## src/hdl/pcg32_ranged_random_generator_macros.svh

```systemverilog
// ---------------------------------------------------------------------------
// pcg32_ranged_random_generator_macros.svh
// Assertion macros shared by the generator RTL. Define NO_ASSERTIONS to drop
// every check from the build.
// ---------------------------------------------------------------------------
`ifndef PCG32_RANGED_RANDOM_GENERATOR_MACROS_SVH
`define PCG32_RANGED_RANDOM_GENERATOR_MACROS_SVH

`ifndef NO_ASSERTIONS

// Check a consequent in the same cycle as its antecedent
`define PCG_ASSERT_SAME(label, clk, rst_n, ante, cons) \
    label: assert property (@(posedge clk) disable iff (!(rst_n)) (ante) |-> (cons)) \
        else $error("assertion failed: same-cycle implication");

// Check a consequent in the cycle after its antecedent
`define PCG_ASSERT_NEXT(label, clk, rst_n, ante, cons) \
    label: assert property (@(posedge clk) disable iff (!(rst_n)) (ante) |=> (cons)) \
        else $error("assertion failed: next-cycle implication");

`else

`define PCG_ASSERT_SAME(label, clk, rst_n, ante, cons)
`define PCG_ASSERT_NEXT(label, clk, rst_n, ante, cons)

`endif

`endif

```

## src/hdl/pcg32rr_pkg.sv

```systemverilog
// ---------------------------------------------------------------------------
// pcg32rr_pkg
// Types, constants and the output permutation of the PCG32 ranged generator.
// ---------------------------------------------------------------------------
`timescale 1ns / 1ps
`default_nettype none

package pcg32rr_pkg;

    // Word sizes
    localparam int WORD_W     = 32;
    localparam int STATE_W    = 64;
    localparam int STREAM_W   = 63;
    localparam int RANGE_W    = 31;
    localparam int CFG_IDX_W  = 2;
    localparam int CFG_DATA_W = 64;

    // LCG multiplier, consumed one digit per cycle
    localparam logic [STATE_W-1:0] LCG_MULT = 64'h5851_F42D_4C95_7F2D;
    localparam int DIGIT_W   = 4;
    localparam int MUL_STEPS = STATE_W / DIGIT_W;
    localparam int CNT_W     = 5;
    localparam logic [CNT_W-1:0] MUL_LAST = CNT_W'(MUL_STEPS - 1);
    localparam logic [CNT_W-1:0] DIV_LAST = CNT_W'(WORD_W - 1);

    // XSH-RR shift amounts
    localparam int XS_SHIFT_A = 18;
    localparam int XS_SHIFT_B = 27;
    localparam int ROT_SHIFT  = 59;

    localparam logic [WORD_W-1:0] WORD_ALL = 32'hFFFF_FFFF;

    // Register reset values
    localparam logic [STATE_W-1:0]  SEED_RESET   = 64'd42;
    localparam logic [STREAM_W-1:0] STREAM_RESET = 63'd54;

    // Register indexes
    localparam logic [CFG_IDX_W-1:0] REG_SEED_STATE    = 2'd0;
    localparam logic [CFG_IDX_W-1:0] REG_STREAM_SELECT = 2'd1;

    // Request actions
    localparam logic ACT_RAW    = 1'b0;
    localparam logic ACT_RANGED = 1'b1;

    typedef struct packed {
        logic                     action;
        logic signed [WORD_W-1:0] range_min;
        logic signed [WORD_W-1:0] range_max;
    } t_req;

    typedef struct packed {
        logic        [WORD_W-1:0] raw_word;
        logic signed [WORD_W-1:0] ranged_value;
        logic                     range_error;
    } t_rsp;

    typedef enum logic [3:0] {
        ST_SEED_LOAD,
        ST_SEED_RUN,
        ST_IDLE,
        ST_LIM_RUN,
        ST_DRAW_LOAD,
        ST_DRAW_RUN,
        ST_EVAL,
        ST_MOD_RUN,
        ST_DONE
    } t_state;

    // Strobes from the sequencer to the datapath
    typedef struct packed {
        logic seed_load;
        logic draw_load;
        logic mul_step;
        logic mul_last;
        logic div_step;
        logic lim_last;
        logic mod_last;
        logic req_ok;
        logic req_bad;
        logic eval_raw;
        logic eval_keep;
        logic out_load;
    } t_ctl;

    // XSH-RR permutation of the old state
    function automatic logic [WORD_W-1:0] xsh_rr(input logic [STATE_W-1:0] old);
        logic [STATE_W-1:0] mix;
        logic [WORD_W-1:0]  xs;
        logic [4:0]         rot;
        mix = (old >> XS_SHIFT_A) ^ old;
        xs  = WORD_W'(mix >> XS_SHIFT_B);
        rot = 5'(old >> ROT_SHIFT);
        return (xs >> rot) | (xs << (5'd0 - rot));
    endfunction

endpackage

`default_nettype wire

```

## src/hdl/pcg32_ranged_random_generator.sv

```systemverilog
// ---------------------------------------------------------------------------
// pcg32_ranged_random_generator
// PCG32 XSH-RR generator returning raw words or uniform integers in a range.
// ---------------------------------------------------------------------------
// One request is in work at a time. The 64-bit LCG step runs digit-serial,
// four multiplier bits per cycle, so a draw is a load, 16 digit steps and
// an evaluate step. A ranged request first finds the rejection limit by a
// bit-serial remainder, then draws (repeated on rejection), then reduces
// the kept draw by a second bit-serial remainder. A request with a bad
// range goes straight to the done state with an error result. After reset
// and after each write to a known register the block reseeds and takes no
// request meanwhile. The output register lets a finished result wait while
// the block returns to idle.
// ---------------------------------------------------------------------------
`timescale 1ns / 1ps
`default_nettype none

`include "pcg32_ranged_random_generator_macros.svh"

module pcg32_ranged_random_generator
    import pcg32rr_pkg::*;
(
    input  wire logic                  i_clk,
    input  wire logic                  i_rst_n,
    input  wire logic                  i_in_valid,
    output      logic                  o_in_ready,
    input  wire t_req                  i_in_data,
    output      logic                  o_out_valid,
    input  wire logic                  i_out_ready,
    output      t_rsp                  o_out_data,
    input  wire logic                  i_cfg_we,
    input  wire logic [CFG_IDX_W-1:0]  i_cfg_index,
    input  wire logic [CFG_DATA_W-1:0] i_cfg_data
);

    t_state r_state, n_state;
    t_ctl   ctl;

    logic [STATE_W-1:0]  r_seed;
    logic [STREAM_W-1:0] r_stream;
    logic [STATE_W-1:0]  r_gen;
    logic [STATE_W-1:0]  r_old;
    logic [STATE_W-1:0]  r_acc;
    logic [STATE_W-1:0]  r_mcand;
    logic [STATE_W-1:0]  r_kmul;
    logic [CNT_W-1:0]    r_cnt;
    logic                r_action;
    logic [WORD_W-1:0]   r_lo;
    logic [RANGE_W-1:0]  r_range;
    logic [WORD_W-1:0]   r_limit;
    logic [WORD_W-1:0]   r_rem, n_rem;
    logic [WORD_W-1:0]   r_dvd;
    t_rsp                r_res;
    t_rsp                r_out;
    logic                r_out_valid;

    logic [STATE_W-1:0]         lcg_inc;
    logic                       cfg_hit;
    logic signed [WORD_W:0]     req_span;
    logic                       req_err;
    logic [STATE_W-1:0]         mul_part;
    logic [STATE_W-1:0]         mul_sum;
    logic [WORD_W-1:0]          draw_raw;
    logic                       draw_reject;
    logic [WORD_W-1:0]          div_trial;
    logic                       div_ge;

    // Derived increment and request checks
    assign lcg_inc  = {r_stream, 1'b1};
    assign cfg_hit  = i_cfg_we &&
                      (i_cfg_index == REG_SEED_STATE || i_cfg_index == REG_STREAM_SELECT);
    assign req_span = $signed({i_in_data.range_max[WORD_W-1], i_in_data.range_max}) -
                      $signed({i_in_data.range_min[WORD_W-1], i_in_data.range_min});
    assign req_err  = req_span[WORD_W] || req_span[WORD_W-1] || (req_span == '0);

    // One multiplier digit per cycle
    assign mul_part = r_mcand * STATE_W'(r_kmul[DIGIT_W-1:0]);
    assign mul_sum  = r_acc + mul_part;

    // Permute the old state and test against the rejection limit
    assign draw_raw    = xsh_rr(r_old);
    assign draw_reject = (draw_raw >= r_limit);

    // One restoring remainder step per cycle
    assign div_trial = {r_rem[WORD_W-2:0], r_dvd[WORD_W-1]};
    assign div_ge    = (div_trial >= {1'b0, r_range});
    assign n_rem     = div_ge ? (div_trial - {1'b0, r_range}) : div_trial;

    // Next state
    always_comb begin
        n_state = r_state;
        unique case (r_state)
            ST_SEED_LOAD: n_state = ST_SEED_RUN;
            ST_SEED_RUN:  if (r_cnt == MUL_LAST) n_state = ST_IDLE;
            ST_IDLE: begin
                if (i_in_valid) begin
                    if (i_in_data.action == ACT_RAW) begin
                        n_state = ST_DRAW_LOAD;
                    end else if (req_err) begin
                        n_state = ST_DONE;
                    end else begin
                        n_state = ST_LIM_RUN;
                    end
                end
            end
            ST_LIM_RUN:   if (r_cnt == DIV_LAST) n_state = ST_DRAW_LOAD;
            ST_DRAW_LOAD: n_state = ST_DRAW_RUN;
            ST_DRAW_RUN:  if (r_cnt == MUL_LAST) n_state = ST_EVAL;
            ST_EVAL: begin
                if (r_action == ACT_RAW) begin
                    n_state = ST_DONE;
                end else if (draw_reject) begin
                    n_state = ST_DRAW_LOAD;
                end else begin
                    n_state = ST_MOD_RUN;
                end
            end
            ST_MOD_RUN:   if (r_cnt == DIV_LAST) n_state = ST_DONE;
            ST_DONE:      if (!r_out_valid || i_out_ready) n_state = ST_IDLE;
            default:      n_state = ST_SEED_LOAD;
        endcase
        // A write to the seed or stream register restarts seeding
        if (cfg_hit) n_state = ST_SEED_LOAD;
    end

    // Sequencer strobes
    always_comb begin
        ctl           = '0;
        ctl.seed_load = (r_state == ST_SEED_LOAD);
        ctl.draw_load = (r_state == ST_DRAW_LOAD);
        ctl.mul_step  = (r_state == ST_SEED_RUN) || (r_state == ST_DRAW_RUN);
        ctl.mul_last  = ctl.mul_step && (r_cnt == MUL_LAST);
        ctl.div_step  = (r_state == ST_LIM_RUN) || (r_state == ST_MOD_RUN);
        ctl.lim_last  = (r_state == ST_LIM_RUN) && (r_cnt == DIV_LAST);
        ctl.mod_last  = (r_state == ST_MOD_RUN) && (r_cnt == DIV_LAST);
        ctl.req_ok    = (r_state == ST_IDLE) && i_in_valid &&
                        (i_in_data.action == ACT_RANGED) && !req_err;
        ctl.req_bad   = (r_state == ST_IDLE) && i_in_valid &&
                        (i_in_data.action == ACT_RANGED) && req_err;
        ctl.eval_raw  = (r_state == ST_EVAL) && (r_action == ACT_RAW);
        ctl.eval_keep = (r_state == ST_EVAL) && (r_action == ACT_RANGED) && !draw_reject;
        ctl.out_load  = (r_state == ST_DONE) && (!r_out_valid || i_out_ready);
    end

    assign o_in_ready  = (r_state == ST_IDLE);
    assign o_out_valid = r_out_valid;
    assign o_out_data  = r_out;

    // Control registers and configuration
    always_ff @(posedge i_clk) begin
        if (!i_rst_n) begin
            r_state     <= ST_SEED_LOAD;
            r_cnt       <= '0;
            r_out_valid <= 1'b0;
            r_seed      <= SEED_RESET;
            r_stream    <= STREAM_RESET;
        end else begin
            r_state <= n_state;
            r_cnt   <= (ctl.mul_step || ctl.div_step) ? r_cnt + 1'b1 : '0;
            if (ctl.out_load) begin
                r_out_valid <= 1'b1;
            end else if (i_out_ready) begin
                r_out_valid <= 1'b0;
            end
            if (i_cfg_we && i_cfg_index == REG_SEED_STATE) begin
                r_seed <= i_cfg_data;
            end
            if (i_cfg_we && i_cfg_index == REG_STREAM_SELECT) begin
                r_stream <= i_cfg_data[STREAM_W-1:0];
            end
        end
    end

    // Digit-serial LCG multiply
    always_ff @(posedge i_clk) begin
        if (ctl.seed_load) begin
            r_mcand <= lcg_inc + r_seed;
            r_acc   <= lcg_inc;
            r_kmul  <= LCG_MULT;
        end else if (ctl.draw_load) begin
            r_mcand <= r_gen;
            r_acc   <= lcg_inc;
            r_kmul  <= LCG_MULT;
            r_old   <= r_gen;
        end else if (ctl.mul_step) begin
            r_mcand <= r_mcand << DIGIT_W;
            r_acc   <= mul_sum;
            r_kmul  <= r_kmul >> DIGIT_W;
        end
        if (ctl.mul_last) begin
            r_gen <= mul_sum;
        end
    end

    // Request capture, bit-serial remainder and result assembly
    always_ff @(posedge i_clk) begin
        if (o_in_ready && i_in_valid) begin
            r_action <= i_in_data.action;
            r_lo     <= i_in_data.range_min;
            r_range  <= req_span[RANGE_W-1:0];
        end
        if (ctl.req_ok) begin
            r_rem <= '0;
            r_dvd <= WORD_ALL;
        end else if (ctl.eval_keep) begin
            r_rem <= '0;
            r_dvd <= draw_raw;
        end else if (ctl.div_step) begin
            r_rem <= n_rem;
            r_dvd <= r_dvd << 1;
        end
        if (ctl.lim_last) begin
            r_limit <= WORD_ALL - n_rem;
        end
        if (ctl.req_bad) begin
            r_res <= '{raw_word: '0, ranged_value: '0, range_error: 1'b1};
        end else if (ctl.eval_raw) begin
            r_res <= '{raw_word: draw_raw, ranged_value: '0, range_error: 1'b0};
        end else if (ctl.eval_keep) begin
            r_res.raw_word    <= draw_raw;
            r_res.range_error <= 1'b0;
        end else if (ctl.mod_last) begin
            r_res.ranged_value <= r_lo + n_rem;
        end
        if (ctl.out_load) begin
            r_out <= r_res;
        end
    end

    // Checks
    `PCG_ASSERT_SAME(a_err_zero, i_clk, i_rst_n,
        o_out_valid && o_out_data.range_error,
        o_out_data.raw_word == '0 && o_out_data.ranged_value == '0)
    `PCG_ASSERT_NEXT(a_cfg_reseed, i_clk, i_rst_n, cfg_hit, !o_in_ready)
    `PCG_ASSERT_SAME(a_rem_bound, i_clk, i_rst_n,
        r_state == ST_LIM_RUN || r_state == ST_MOD_RUN, r_rem < {1'b0, r_range})
    `PCG_ASSERT_SAME(a_out_from_done, i_clk, i_rst_n,
        $rose(o_out_valid), $past(r_state) == ST_DONE)

endmodule

`default_nettype wire

```

## config.mk

```make
export PLATFORM = sky130hd
export DESIGN_NAME = pcg32_ranged_random_generator
export DESIGN_NICKNAME = d
export VERILOG_FILES = /design/src/hdl/pcg32rr_pkg.sv /design/src/hdl/pcg32_ranged_random_generator.sv
export VERILOG_INCLUDE_DIRS = /design/src /design/src/hdl
export SDC_FILE = /design/constraint.sdc
export NUM_CORES = 2
export LEC_CHECK = 0
export ABC_AREA = 1
export BUFFER_PORTS_ARGS = -buffer_cell sky130_fd_sc_hd__clkbuf_2
export CAP_MARGIN = 20
export CORE_ASPECT_RATIO = 1.75
export CORE_UTILIZATION = 64
export CTS_BUF_LIST = sky130_fd_sc_hd__clkbuf_16
export CTS_CLUSTER_DIAMETER = 80
export DETAILED_ROUTE_END_ITERATION = 6
export GPL_TIMING_DRIVEN = 0
export PLACE_DENSITY = 0.9
export SETUP_SLACK_MARGIN = 0.3
export SYNTH_ARGS = -nofsm -noshare
export SYNTH_HDL_FRONTEND = slang
export SYNTH_SLANG_ARGS = --single-unit
```

## constraint.sdc

```tcl
create_clock -name i_clk -period 6.6 [get_ports i_clk]
set_clock_uncertainty 0.15 [all_clocks]
set_input_delay 0.33 -clock i_clk [delete_from_list [all_inputs] [get_ports i_clk]]
set_output_delay 0.33 -clock i_clk [all_outputs]
set_load 0.1 [all_outputs]
```

==> results of run 1 <==
cell usage after synthesis (all sizes together) (9+ instances only):
cell	number
a21boi	11
a21o	29
a21oi	470
a221oi	16
a22o	9
a22oi	13
a31oi	62
and2	15
buf	56
clkbuf	159
dfxtp	316
edfxtp	389
fa	186
ha	259
inv	1179
mux2i	9
nand2	1856
nand3	321
nand3b	9
nand4	49
nor2	520
nor3	35
nor4	18
o211ai	41
o21a	19
o21ai	518
o21bai	19
o221ai	10
or2	35
xnor2	48
xor2	84
through the flow:
stage | instances | hold slack, ns | utilization (%)
floorplan | 6795 | 0.253 | -
global placement | 8024 | 0.262 | 67.7
detailed placement | 8041 | 0.259 | 68.2
CTS | 8275 | 0.0214 | 72.5
cells by family after synthesis:
kind of cell / after synthesis / share of synthesized area, %
and+or+nand+nor: 2865 / 23.2
buffers and inverters: 1399 / 10.6
AOI/OAI and AO/OA: 1240 / 13.8
DFF: 705 / 35.9
adders and majority gates: 445 / 13.9
xor gates and xnor gates: 132 / 2.31
muxes: 9 / 0.180
per-layer routing:
layer | GRT overflow | GRT usage [%]
met3 | 0 | 28.7
met5 | 0 | 2.70
met2 | 4 | 90.1
met1 | 0 | 58.1
met4 | 7 | 73.5
what timing repair did:
action | 4_1_cts
cloned | 0
buffers inserted | 5
resized for setup | 35
endpoints found under the setup margin | 178
hold endpoints to repair | 166
hold buffers | 101
pin swaps | 3
==> results.yml, run 1 <==
synth:
  netlist_instances: 6795
  ys_types: 61
  ys_seq_area_share_pct: 35.9
  syn_nets: 7376
  synth_area_sq_um: 50100
  ys_async_sr_fraction_pct: 0
  synth_top_area_share_pct: 23.3
  synth-seq-cells: 705
  yosysTopAreaCell: "edfxtp_1"
  avgSynthCellArea_sq_um: 7.37
  yosysWarnings: 0
  synth-edff-count: 389
  synthTopCellsByArea: "edfxtp_1, nand2_1, dfxtp_1, inv_1, fa_1"
  synthFlopType: "edfxtp_1"
cts:
  cts_max_level: 3
  numCtsBuffers: 69
  root_buffer: "clkbuf_16"
  clk_path_buf_depth: 3
  numClockSinks: 705
die:
  start_util_pct: 64.8
  std_cell_rows: 135
  die_x_um: 213
  io_pins: 203
  die_h_um: 372
global_routing:
  track_usage_pct: 61.5
  grt_pass1_vias: 57000
  grt_pass1_wl_mm: 356
  grt_max_degree: 65
  overflow: 11
placed_design:
  placed_area_sq_um: 52700
  dp_slack_ns: -0.945
  dpl.hpwl_mm: 163
  port_buffers: 202
  place_congestion: 1.10
run_status:
  tool.error: "[ERROR GRT-0116] Global routing finished with congestion. Check the congestion regions in the DRC Viewer."
  status: "aborted with a tool error"
  flow.stopped_at: "global routing (5_1_grt)"
==> inputs of run 2 (changes only) <==
CORE_ASPECT_RATIO = unset   (was 1.75)
CORE_UTILIZATION = 40   (was 64)
CTS_BUF_LIST = unset   (was sky130_fd_sc_hd__clkbuf_16)
CTS_CLUSTER_DIAMETER = unset   (was 80)
PLACE_DENSITY = unset   (was 0.9)
PLACE_DENSITY_LB_ADDON = 0.15   (was unset)
SETUP_SLACK_MARGIN = unset   (was 0.3)
==> run 2 against run 1 <==
The flow now finishes, with violations (design-rule violations); synthesized cell count unchanged; synthesized area unchanged.
==> results.yml, run 2 <==
setup_path:
  critPathBufInv: 3
  slowest_delay_ns: 0.66
  startpoint: "r_kmul[1]"
  crit_arrival_ns: 6.63
  cpMaxStageDelayCell: "dfxtp_1"
  cp_max_fo: 10
  crit_path_start_kind: "register"
  r2r-start: "r_kmul[1]"
  reg2reg_slack_ns: 0.23
  reg2reg_depth: 24
  worstPathCellList: "buf_8, clkbuf_2, nand2_1, fa_1, fa_1, fa_1, inv_1, ha_1, nand3_1, nand2_1, nand3_1, nand2_1, a21boi_0, o21ai_0, nand2_1, nand2_1, nand2_1, nand2_1, nand3_1, nand2_1, nand2_1, nand2_1, nand2_1, and2_1"
  critPathMostFrequentCell: "nand2_1"
  cp_top_family: "simple AND/OR/NAND/NOR gates"
  critPathRequiredTime_ns: 6.86
  worstReg2RegEnd: "r_gen[44]"
  path_class: "reg -> reg"
  cp-end-kind: "register"
cts:
  root_buffer: "clkbuf_16"
  clk_path_buf_depth: 3
  numClockSinks: 705
  path_clk_slew_ns: 0.06
  insertion_delay_ns: 0.71
  cts_max_level: 3
  numCtsBuffers: 81
  cts_tree: "built"
detailed_routing:
  drtIter0Drc: 3829
  wl_mm: 183
  avgViaCountPerCell: 5.22
  ant_nets: 0
  drc: 19
  dr.pass1.iters: 7
  num_vias: 46500
  wl_per_cell_um: 20.6
layout:
  syn2layout_area_growth_pct: 14.6
  drive_above_1_share_pct: 7.00
  num-nets-final: 7781
  layoutNonFillerInstCount: 8905
  final_cell_area_sq_um: 57400
  diodes: 0
  layout_commonest_cell: "nand2_1"
  final_cell_mix: "nand2_1, inv_1, nor2_1, o21ai_0, a21oi_1"
synth:
  synth_top_family_by_area: "simple AND/OR/NAND/NOR gates"
  synth-edff-count: 389
  synth.most_common_cell: "nand2_1"
  syn_nets: 7376
  synth_top_area_share_pct: 23.3
  synth_fa_ha_area_share_pct: 13.9
  synthMuxAreaShare_pct: 0.180
  synth_common_cells: "nand2_1, inv_1, nor2_1"
  synth_compound_area_share_pct: 13.8
  synthFlopType: "edfxtp_1"
  ys_async_sr_fraction_pct: 0
  yosys.area_share.simple_pct: 23.2
  synth_xor_area_share_pct: 2.31
  netlist_instances: 6795
  ys_types: 61
  synthTopCellsByArea: "edfxtp_1, nand2_1, dfxtp_1, inv_1, fa_1"
  synth_area_sq_um: 50100
  ys_seq_area_share_pct: 35.9
  yosysTopAreaCell: "edfxtp_1"
  synth-seq-cells: 705
  yosysWarnings: 0
  avgSynthCellArea_sq_um: 7.37
die:
  die_x_um: 356
  core_sq_um: 124000
  io_pins: 203
  std_cell_rows: 129
  die_h_um: 356
  start_util_pct: 40.4
  die_area_sq_um: 127000
worst_hold_path:
  hp-class: "in -> reg"
  min_path_cells: 4
  hold_end: "r_range[1]"
  min_from: "i_in_data[1]"
global_routing:
  grt_pass1_wl_mm: 275
  overflow: 0
  grt_max_degree: 61
  grt_pass1_vias: 45300
  antenna_found_initial: 6
  track_usage_pct: 28.7
pwr:
  power_per_cell_area_nw_per_um2: 611
  power_mw: 35.1
  ir_drop_uv: 645
  p_leak_nw: 27.6
placed_design:
  placed_area_sq_um: 53600
  dp_slack_ns: -0.468
  dpl.hpwl_mm: 151
  place_inst: 8655
  port_buffers: 202
  place_congestion: 1.05
job:
  drv_cap: 0
sta:
  fin_crit_sh_pct: 96.5
  hold_viol: 0
  setup_viol: 0
  worst_slack_ns: 0.233
  max_freq_mhz: 157
  worst_slew_pin_slew_ns: 1.06
  hold-worst-slack_ns: 0.0447
  period_needed_ns: 6.37
  slew_violations: 0
  rsz0062_at_grt: "no"
  relSlewSlack_pct: 29.6
run_status:
  status: "complete, but fails checks"
  violations: "design-rule violations"
==> run 2: cell families (layout without fill, tap and decap cells) <==
kind of cell,after synthesis,after routing
fa+ha+maj,445,445
mux,9,9
xor+xnor,132,132
buf+inv,1399,1872
simple gates,2865,2865
flops,705,705
compound gates,1240,1240
==> run 2: worst max-delay path by stage <==
stage	end	cells past startpoint	slack, ns
floorplan	r_acc[58]	21	1.88
finish	r_gen[44]	24	0.23
global placement	r_acc[11]	7	-1.72
CTS	r_gen[45]	27	0.05
detailed placement	r_acc[58]	22	-0.47
global route	r_gen[44]	24	0.04
==> run 2: area by class of cell <==
class	instances	area, sq um
Tap cell	1637	2050
Timing Repair Buffer	327	2430
Buffer	210	872
Sequential cell	705	18000
Clock buffer	121	2510
Inverter	1184	4450
Multi-Input combinational cell	4691	26800
Fill cell	12700	66500
Clock inverter	30	303
==> run 2: through the flow <==
step	setup TNS, ns	util (%)
2_1_floorplan	0	-
3_3_place_gp	-269.87	42.9
3_5_place_dp	-2.76	43.2
4_1_cts	0	46.3
5_1_grt	0	46.3
6_report	0	46.3
==> run 2: where the power goes <==
group / total, mW / internal (mW) / switching, mW
Clock: 4.73 / 2.72 / 2.01
Sequential: 7.18 / 6.59 / 0.581
Combinational: 23.2 / 7.29 / 15.9
==> run 2: what timing repair did <==
action | 4_1_cts | 5_1_grt
buffers inserted | 0 | 4
gates resized for setup | 4 | 11
hold endpoints to repair | 168 | 0
setup endpoints to repair | 46 | 78
hold buffers | 100 | 0
pin swaps | 0 | 2
==> run 2: routing by layer <==
layer  global-route usage (%)  up-vias  share of wire (%)
li1                         -    22700                  -
met5                        0        -             0.0071
met3                     3.44      344                5.5
met4                     11.9        2                4.6
met2                     47.5     1453                 46
met1                     37.8    22000                 44
==> run 2: worst reg2reg max path: stages, from the launching register on <==
cell	delay, ns
dfxtp_1	0.66
buf_8	0.24
clkbuf_2	0.39
nand2_1	0.15
fa_1	0.58
fa_1	0.44
fa_1	0.50
inv_1	0.04
ha_1	0.34
nand3_1	0.11
nand2_1	0.19
nand3_1	0.10
nand2_1	0.21
a21boi_0	0.21
o21ai_0	0.39
nand2_1	0.09
nand2_1	0.24
nand2_1	0.08
nand2_1	0.23
nand3_1	0.11
nand2_1	0.19
nand2_1	0.11
nand2_1	0.07
nand2_1	0.05
and2_1	0.22
No activity file was read; power rests on OpenSTA's default activity.
